$ cat src/rtl/assert_macros.svh
// ============================================================================
// Assertion macros
// Concurrent assertion helpers; they compile to nothing for synthesis.
// ============================================================================
`ifndef ASSERT_MACROS_SVH
`define ASSERT_MACROS_SVH

`ifndef SYNTHESIS

// Same-cycle implication, disabled while reset is held.
`define ASSERT_IMPLY(label, clk, rst_n, ante, cons) \
    label: assert property (@(posedge clk) disable iff (!rst_n) (ante) |-> (cons)) \
        else $error("assertion failed: same-cycle implication");

// Next-cycle implication, disabled while reset is held.
`define ASSERT_NEXT(label, clk, rst_n, ante, cons) \
    label: assert property (@(posedge clk) disable iff (!rst_n) (ante) |=> (cons)) \
        else $error("assertion failed: next-cycle implication");

`else

`define ASSERT_IMPLY(label, clk, rst_n, ante, cons)
`define ASSERT_NEXT(label, clk, rst_n, ante, cons)

`endif

`endif

$ cat src/rtl/tccs_pkg.sv
// ============================================================================
// Text console package
// Types, codes and defaults shared by the console controller and datapath.
// ============================================================================
package tccs_pkg;

    localparam int COLUMNS_DEF  = 80;
    localparam int ROWS_DEF     = 25;
    localparam int TAB_STOP_DEF = 8;

    localparam logic [15:0] BLANK_CELL = 16'h0F20;

    localparam logic [7:0] CH_BS    = 8'h08;
    localparam logic [7:0] CH_TAB   = 8'h09;
    localparam logic [7:0] CH_LF    = 8'h0A;
    localparam logic [7:0] CH_CR    = 8'h0D;
    localparam logic [7:0] CH_SPACE = 8'h20;
    localparam logic [7:0] CH_DEL   = 8'h7F;

    localparam int COL_OUT_W  = 7;
    localparam int ROW_OUT_W  = 5;
    localparam int LOC_OUT_W  = 11;
    localparam int INDEX_W    = 11;

    typedef enum logic [1:0] {
        KIND_PUT   = 2'd0,
        KIND_CLEAR = 2'd1,
        KIND_READ  = 2'd2,
        KIND_NONE  = 2'd3
    } t_kind;

    typedef struct packed {
        t_kind               kind;
        logic [7:0]          char_code;
        logic [3:0]          bg_color;
        logic [3:0]          fg_color;
        logic [INDEX_W-1:0]  cell_index;
    } t_item;

    typedef struct packed {
        logic [COL_OUT_W-1:0] cursor_column;
        logic [ROW_OUT_W-1:0] cursor_row;
        logic [LOC_OUT_W-1:0] cursor_location;
        logic [15:0]          cell_data;
        logic                 scrolled;
    } t_result;

    // Commands from the controller to the datapath.
    typedef struct packed {
        logic load;
        logic put;
        logic read;
        logic clear_begin;
        logic scroll_begin;
        logic sweep_step;
        logic emit;
    } t_cmd;

    // Status from the datapath to the controller.
    typedef struct packed {
        logic need_scroll;
        logic sweep_last;
    } t_stat;

endpackage

$ cat src/rtl/tccs_ctrl.sv
// ============================================================================
// Text console controller
// Sequences put, read, clear and scroll work and the reset clearing pass.
// ============================================================================
module tccs_ctrl (
    input  logic            i_clk,
    input  logic            i_rst_n,
    input  logic            i_start,
    input  tccs_pkg::t_kind i_kind,
    input  tccs_pkg::t_stat i_stat,
    output tccs_pkg::t_cmd  o_cmd,
    output logic            o_busy
);

    typedef enum logic [5:0] {
        ST_INIT  = 6'b000001,
        ST_IDLE  = 6'b000010,
        ST_PUT   = 6'b000100,
        ST_READ  = 6'b001000,
        ST_SWEEP = 6'b010000,
        ST_DONE  = 6'b100000
    } t_state;

    t_state r_state;
    t_state n_state;

    always_ff @(posedge i_clk) begin
        if (!i_rst_n) begin
            r_state <= ST_INIT;
        end else begin
            r_state <= n_state;
        end
    end

    always_comb begin
        n_state = r_state;
        o_cmd   = '0;
        case (r_state)
            ST_INIT: begin
                o_cmd.sweep_step = 1'b1;
                if (i_stat.sweep_last) begin
                    n_state = ST_IDLE;
                end
            end
            ST_IDLE: begin
                if (i_start) begin
                    o_cmd.load = 1'b1;
                    case (i_kind)
                        tccs_pkg::KIND_PUT: begin
                            n_state = ST_PUT;
                        end
                        tccs_pkg::KIND_CLEAR: begin
                            o_cmd.clear_begin = 1'b1;
                            n_state = ST_SWEEP;
                        end
                        tccs_pkg::KIND_READ: begin
                            n_state = ST_READ;
                        end
                        default: begin
                            n_state = ST_DONE;
                        end
                    endcase
                end
            end
            ST_PUT: begin
                o_cmd.put = 1'b1;
                if (i_stat.need_scroll) begin
                    o_cmd.scroll_begin = 1'b1;
                    n_state = ST_SWEEP;
                end else begin
                    n_state = ST_DONE;
                end
            end
            ST_READ: begin
                o_cmd.read = 1'b1;
                n_state = ST_DONE;
            end
            ST_SWEEP: begin
                o_cmd.sweep_step = 1'b1;
                if (i_stat.sweep_last) begin
                    n_state = ST_DONE;
                end
            end
            ST_DONE: begin
                o_cmd.emit = 1'b1;
                n_state = ST_IDLE;
            end
            default: begin
                n_state = ST_INIT;
            end
        endcase
    end

    assign o_busy = (r_state != ST_IDLE);

endmodule

$ cat config.mk
export PLATFORM = sky130hd
export DESIGN_NAME = tccs_ctrl
export DESIGN_NICKNAME = d
export VERILOG_FILES = /design/src/rtl/assert_macros.svh /design/src/rtl/tccs_pkg.sv /design/src/rtl/tccs_ctrl.sv
export SDC_FILE = /design/constraint.sdc
export NUM_CORES = 1
export LEC_CHECK = 0
export ABC_AREA = 1
export BUFFER_PORTS_ARGS = -buffer_cell sky130_fd_sc_hd__buf_2
export CAP_MARGIN = 40
export CORE_AREA = 4 4 41 43
export DETAILED_ROUTE_END_ITERATION = 7
export DIE_AREA = 0 0 45 47
export GPL_TIMING_DRIVEN = 0
export PLACE_DENSITY = 0.59
export SLEW_MARGIN = 0
export SYNTH_ARGS = -nofsm -noshare
export SYNTH_HDL_FRONTEND = slang
export SYNTH_SLANG_ARGS = --single-unit
$ cat constraint.sdc
create_clock -name i_clk -period 2.1 [get_ports i_clk]
set_clock_uncertainty 0.15 [all_clocks]
set_input_delay 0.105 -clock i_clk [delete_from_list [all_inputs] [get_ports i_clk]]
set_output_delay 0.105 -clock i_clk [all_outputs]
set_load 0.005 [all_outputs]
==> impl_metrics.ini, run 1 <==
[run_status]
outcome = complete, no violations

[run]
maxCapViolCount = 0

[setup_path]
arrival_ps = 1360
cp_max_fo = 5
crit_type = flop to primary output
endpoint_kind = primary output
ff2ff_setup_slack_ps = 740
startpoint_type = flop
crit_required_ps = 1850

[finish]
largest_register = r_state
diodes = 0
reg_top3 = r_state (6)
drive_above_1_share_pct = 41.30
nets = 101
utilization_pct = 46.54
largest_reg_flops = 6
areaGrowthSynthToFinish_pct = 27.70

[sta]
drv_slew = 0
hold_violations = 0
hold_ws_ps = 37.25
setup-tns-final_ps = 0
period_share_pct = 76.78
finalSetupViolations = 0
relSlewSlack_pct = 83.15
worstMarginPinSlew_ps = 252.5
clock.fmax_mhz = 620.2
rsz0062_at_grt = false
min_period_ps = 1612

[logic_synthesis]
synthesis.area_um2 = 474.2
syn_nets = 80
ys.flop_type = dfxtp_1
syn_inst = 73
synthDistinctLibCells = 17
synth_edf_count = 0
yosys.area_share.adder_pct = 0
netlist.area_leader.share_pct = 25.33
yosys_warnings = 0
synth-xor-area-share_pct = 0
avgSynthCellArea_um2 = 6.496
synth-seq-area-share_pct = 25.33
netlist.top_cell.by_area = dfxtp_1
synth_compound_area_share_pct = 6.069
synth_top_family_by_area = simple AND/OR/NAND/NOR gates
muxShareOfSynthArea_pct = 0
synth_simple_gate_area_share_pct = 56.73
synthTopCellsByCount = inv_1 (11), nor2_1 (11), nand2_1 (9)
synth-async-reset-ratio_pct = 0
synthTopCellsByArea = dfxtp_1 (25%), inv_1 (8.7%), nor2_1 (8.7%)
yosys_register_bits = 6

[die]
ios = 15
core_mm2 = 0.001301
rows = 13
die_y_um = 47
fp.dieW_um = 45
die_area_mm2 = 0.002115
initial_core_util_pct = 36.44

[global_route]
grt_pass1_vias = 444
grt_antenna_before_repair = 0
grt-ovfl-total = 0
grt_use_total_pct = 12.59
grt_pass1_wl_mm = 1.849
grt_max_degree = 7

[routing]
drcViolationCount = 0
via_per_inst = 4.533
post_drt_wl_per_cell_um = 9.953
totalWireLength_mm = 1.065
drt_iter0_drc = 6
vias = 485
drtPass1Iterations = 4
antenna_left = 0

[clock_network]
htreeDepth = 1
ctsResizeCount = 0
ctsLongestPathBuffers = 2
cts_hold_buf = 2
clk_pin_slew_worst_paths_ps = 50
cts_tree = yes
cts_buffers = 3
clock-root-buffer = clkbuf_4
cts_setup_buffers = 0
clkLatencyLatePin_ps = 250
cts.sinks = 6

[place]
dp_hpwl_um = 900.7
numPortBuffers = 14
place_congestion = 0.8324

[power_and_ir_drop]
powerDensity_mw_per_mm2 = 605.3
ir_drop_mv = 0.2535
p_leak_nw = 0.3281
total_power_w = 0.0003666

[hold_path]
hold_class = primary input to flop
-- where the power goes --
| group | leakage (nW) | internal, W | total [W] | switching [W] |
|---|---|---|---|---|
| clock network | 0.0138 | 0.0000648 | 0.000109 | 0.0000438 |
| registers | 0.0489 | 0.000124 | 0.000132 | 0.00000861 |
| logic | 0.265 | 0.0000455 | 0.000126 | 0.0000801 |
| total | 0.328 | 0.000234 | 0.000367 | 0.000132 |
-- through the flow --
stage	worst slack [ps]	cell area, um^2	std cells
after detailed placement	734.7	563.0	102
final	487.6	605.6	107
after CTS	468.1	605.6	107
after global placement	749.6	563.0	102
after floorplan	859.1	474.2	73
after global routing	356.8	605.6	107
-- cell type report --
type | instances | area [um^2]
Inverter | 15 | 56.30
Sequential cell | 6 | 120.1
Tap cell | 15 | 18.77
Multi-Input combinational cell | 52 | 297.8
Clock buffer | 3 | 22.52
Fill cell | 151 | 695.7
Timing Repair Buffer | 16 | 90.09
-- critical path, cell delays in order (launching register included) --
cell	delay (ps)
dfxtp_1	330
inv_2	70
nand2_2	60
nor2_4	190
nand2_4	100
nor2_8	110
nand2_2	60
nor2_1	80
buf_2	110
-- routing by layer --
| metal | global-route usage [%] | up-vias | wire, um |
|---|---|---|---|
| met4 | 12.28 | 0 | 48 |
| met3 | 1.149 | 5 | 42 |
| met2 | 18.64 | 15 | 465 |
| li1 | - | 267 | - |
| met5 | 0 | - | 0 |
| met1 | 15.79 | 198 | 508 |
-- cell usage in the layout, fill, tap and decap left out --
| cell | count |
|---|---|
| a21oi_1 | 2 |
| inv_1 | 11 |
| buf_2 | 14 |
| o21ai_2 | 1 |
| nor3_2 | 2 |
| nand2_1 | 9 |
| dlygate4sd3_1 | 2 |
| nor2_8 | 1 |
| nor2_4 | 1 |
| nor2_2 | 4 |
| nand2_4 | 1 |
| nand4_1 | 3 |
| dfxtp_1 | 6 |
| nand3_1 | 8 |
| clkbuf_4 | 3 |
| inv_2 | 4 |
| nor2_1 | 11 |
| nand3_2 | 1 |
| o21ai_1 | 2 |
| nand2_2 | 6 |
-- final timing paths --
path / end / cells past startpoint / from
setup / recovery: o_cmd[3] / 8 / r_state[2]
hold / removal: r_state[3] / 4 / i_kind[0]
setup reg to reg: r_state[5] / 8 / r_state[0]
hold reg to reg: r_state[4] / 3 / r_state[5]
-- cell families (layout without fill, tap and decap cells) --
logic type / Yosys count / after routing
AND/OR/NAND/NOR: 47 / 47
buffers and inverters: 15 / 34
flip-flops: 6 / 6
AO/OA/AOI/OAI: 5 / 5
No activity file was read; power rests on OpenSTA's default activity.
==> run 2, diff against run 1 <==
--- a/config.mk
+++ b/config.mk
@@ -5,14 +5,14 @@
 export SDC_FILE = /design/constraint.sdc
 export NUM_CORES = 1
 export LEC_CHECK = 0
-export ABC_AREA = 1
+export ABC_AREA = 0
 export BUFFER_PORTS_ARGS = -buffer_cell sky130_fd_sc_hd__buf_2
 export CAP_MARGIN = 40
 export CORE_AREA = 4 4 41 43
 export DETAILED_ROUTE_END_ITERATION = 7
 export DIE_AREA = 0 0 45 47
 export GPL_TIMING_DRIVEN = 0
-export PLACE_DENSITY = 0.59
+export PLACE_DENSITY = 0.63
 export SLEW_MARGIN = 0
 export SYNTH_ARGS = -nofsm -noshare
 export SYNTH_HDL_FRONTEND = slang
==> constraint.sdc (replaced) <==
create_clock -name i_clk -period 1.4 [get_ports i_clk]
set_clock_uncertainty 0.15 [all_clocks]
set_input_delay 0.07 -clock i_clk [delete_from_list [all_inputs] [get_ports i_clk]]
set_output_delay 0.07 -clock i_clk [all_outputs]
set_load 0.005 [all_outputs]
==> run 2 against run 1 <==
The flow now finishes with violations (setup timing); worst setup slack got worse by 920 ps; first-iteration DRC count up 130%; routed wire length rose by 22%; register-to-register slack worse by 1200 ps.
==> impl_metrics.ini, run 2 <==
[finish]
nFillCells = 118
final_cell_area_um2 = 747.0
reg_top3 = r_state (6)
multi_input_area_um2 = 374.1
final_cell_mix = buf_2 (14), buf_4 (6)
seqCellArea_um2 = 131.4
final_common_cell = buf_2
utilization_pct = 57.40
diodes = 0
largest_register = r_state
areaGrowthSynthToFinish_pct = 52.30
drive_above_1_share_pct = 65.00
largest_reg_flops = 6
instances_no_fill = 95
nets = 89

[run]
maxCapViolCount = 0

[logic_synthesis]
syn_nets = 62
netlist.area_leader.share_pct = 24.49
synth-seq-area-share_pct = 24.49
synthTopCellsByCount = dfxtp_1 (6), nor2_1 (5), inv_1 (3)
syn_inst = 55
ys.flop_type = dfxtp_1
avgSynthCellArea_um2 = 8.918
synth-async-reset-ratio_pct = 0
netlist.top_cell.by_area = dfxtp_1
yosys_warnings = 0
synthTopCellsByArea = dfxtp_1 (24%), buf_6 (4.6%), and4b_1 (4.1%)
synthesis.area_um2 = 490.5
synth_edf_count = 0
yosys_register_bits = 6
synth.most_common_cell = dfxtp_1
synthDistinctLibCells = 37

[place]
numPortBuffers = 14
place_ws_ps = -418.7
postPlaceCellArea_um2 = 591.8
dp_hpwl_um = 847.9
placed_cells = 84
place_congestion = 0.7771

[clock_network]
cts.sinks = 6
ctsLongestPathBuffers = 2
clkLatencyLatePin_ps = 240
htreeDepth = 1
cts_tree = yes
cts_buffers = 3
clock-root-buffer = clkbuf_4
clk_pin_slew_worst_paths_ps = 50

[routing]
via_per_inst = 5.284
drtPass1Iterations = 4
drt_iter0_drc = 14
vias = 502
drcViolationCount = 0
antenna_left = 0
totalWireLength_mm = 1.300
post_drt_wl_per_cell_um = 13.68

[die]
die_y_um = 47
die_area_mm2 = 0.002115
ios = 15
initial_core_util_pct = 37.69
rows = 13
fp.dieW_um = 45
core_mm2 = 0.001301

[power_and_ir_drop]
p_leak_nw = 0.3326
ir_drop_mv = 0.3575
powerDensity_mw_per_mm2 = 816.6

[sta]
worstMarginPinSlew_ps = 376.1
setup-tns-final_ps = -3996
hold_violations = 0
rsz0062_at_grt = true
clock.fmax_mhz = 546.3
finalSetupViolations = 12
period_share_pct = 130.7
worst_slack_ps = -430.4
drv_slew = 0
min_period_ps = 1830
relSlewSlack_pct = 74.93

[global_route]
grt_max_degree = 10
grt_pass1_vias = 476
grt_use_total_pct = 14.72
grt-ovfl-total = 0
grt_antenna_before_repair = 0
grt_pass1_wl_mm = 2.201

[setup_path]
critPathSlowestCell = or4b_4
crit_start = r_state[2]
ff2ff_setup_slack_ps = -420
cp_max_fo = 4
crit_chain = or4b_4 -> nor3_4 -> buf_4 -> inv_4 -> buf_2
reg2reg_depth = 6
reg2reg_to = r_state[4]
cp.depth = 5
crit_type = flop to primary output
endpoint = o_busy
slowest_delay_ps = 570
startpoint_type = flop
crit_buf_inv = 3
arrival_ps = 1610
critPathTopFamily = simple AND/OR/NAND/NOR gates
crit_required_ps = 1180
r2r-start = r_state[2]
endpoint_kind = primary output

[hold_path]
hold_class = primary input to flop

[run_status]
outcome = complete, but fails checks
violations = setup timing
==> run 2: changes by cell type after synthesis, moves of 3 or more <==
| cell | before | now |
|---|---|---|
| inv_1 | 11 | 3 |
| nor2_1 | 11 | 5 |
| nand3_1 | 8 | 0 |
| nand2_2 | 6 | 1 |
| nor2_2 | 4 | 0 |
| nand4_1 | 3 | 0 |
| nand2_1 | 9 | 2 |
==> run 2: worst min path at each step <==
stage	startpoint	cells past startpoint	slack, ps	to
floorplan	i_kind[1]	1	-9	r_state[2]
global placement	i_kind[1]	2	130	r_state[2]
detailed placement	i_kind[1]	2	140	r_state[2]
CTS	i_stat[0]	3	9	r_state[1]
global route	i_stat[0]	3	40	r_state[1]
finish	i_stat[0]	3	30	r_state[1]
==> run 2: power breakdown <==
group	switching [W]	internal [W]
Clock	0.0000620	0.0000969
Combinational	0.000130	0.000129
Sequential	0.0000118	0.000181
==> run 2: repair_timing <==
item                                   CTS  global route
endpoints found under the hold margin    5             0
setup buffers                            8             0
pin swaps                                7             4
gates resized for setup                 14             5
setup endpoints to repair               14            14
hold buffers                             3             0
==> run 2: per-layer routing <==
metal	GRT usage, %	wire [um]
met1	16.44	555
met2	26.27	669
met3	2.299	65
met4	8.772	9
met5	0	0
==> run 2: final cells by class <==
type                    instances  share of cell area (%)
clock buffers                   3                   3.015
multi-input cells              40                   50.08
well taps                      15                   2.513
flip-flops and latches          6                   17.59
plain buffers                   1                   1.508
inverters                       5                   2.848
repair buffers                 25                   22.45
==> run 2: cells by family after synthesis <==
kind of cell | count (synthesis) | share of synthesized area (%)
compound gates | 10 | 18.37
buf+inv | 9 | 10.46
mux | 1 | 2.041
simple gates | 25 | 37.50
flops | 6 | 24.49
xor+xnor | 4 | 7.144
==> run 2: worst min-delay path: cells and delay by family <==
family	cells	cell delay, ps
AND/OR/NAND/NOR	1	80
AO/OA/AOI/OAI	1	100
buffers and inverters	1	150
==> run 2: per-stage QoR <==
| stage | hold WS (ps) | total power (W) |
|---|---|---|
| after floorplan | -8.994 | 0.0003536 |
| after global placement | 128.9 | 0.0004052 |
| after detailed placement | 135.5 | 0.0004060 |
| after CTS | 9.202 | 0.0005995 |
| after global routing | 40.59 | 0.0006503 |
| final | 33.71 | 0.0006099 |
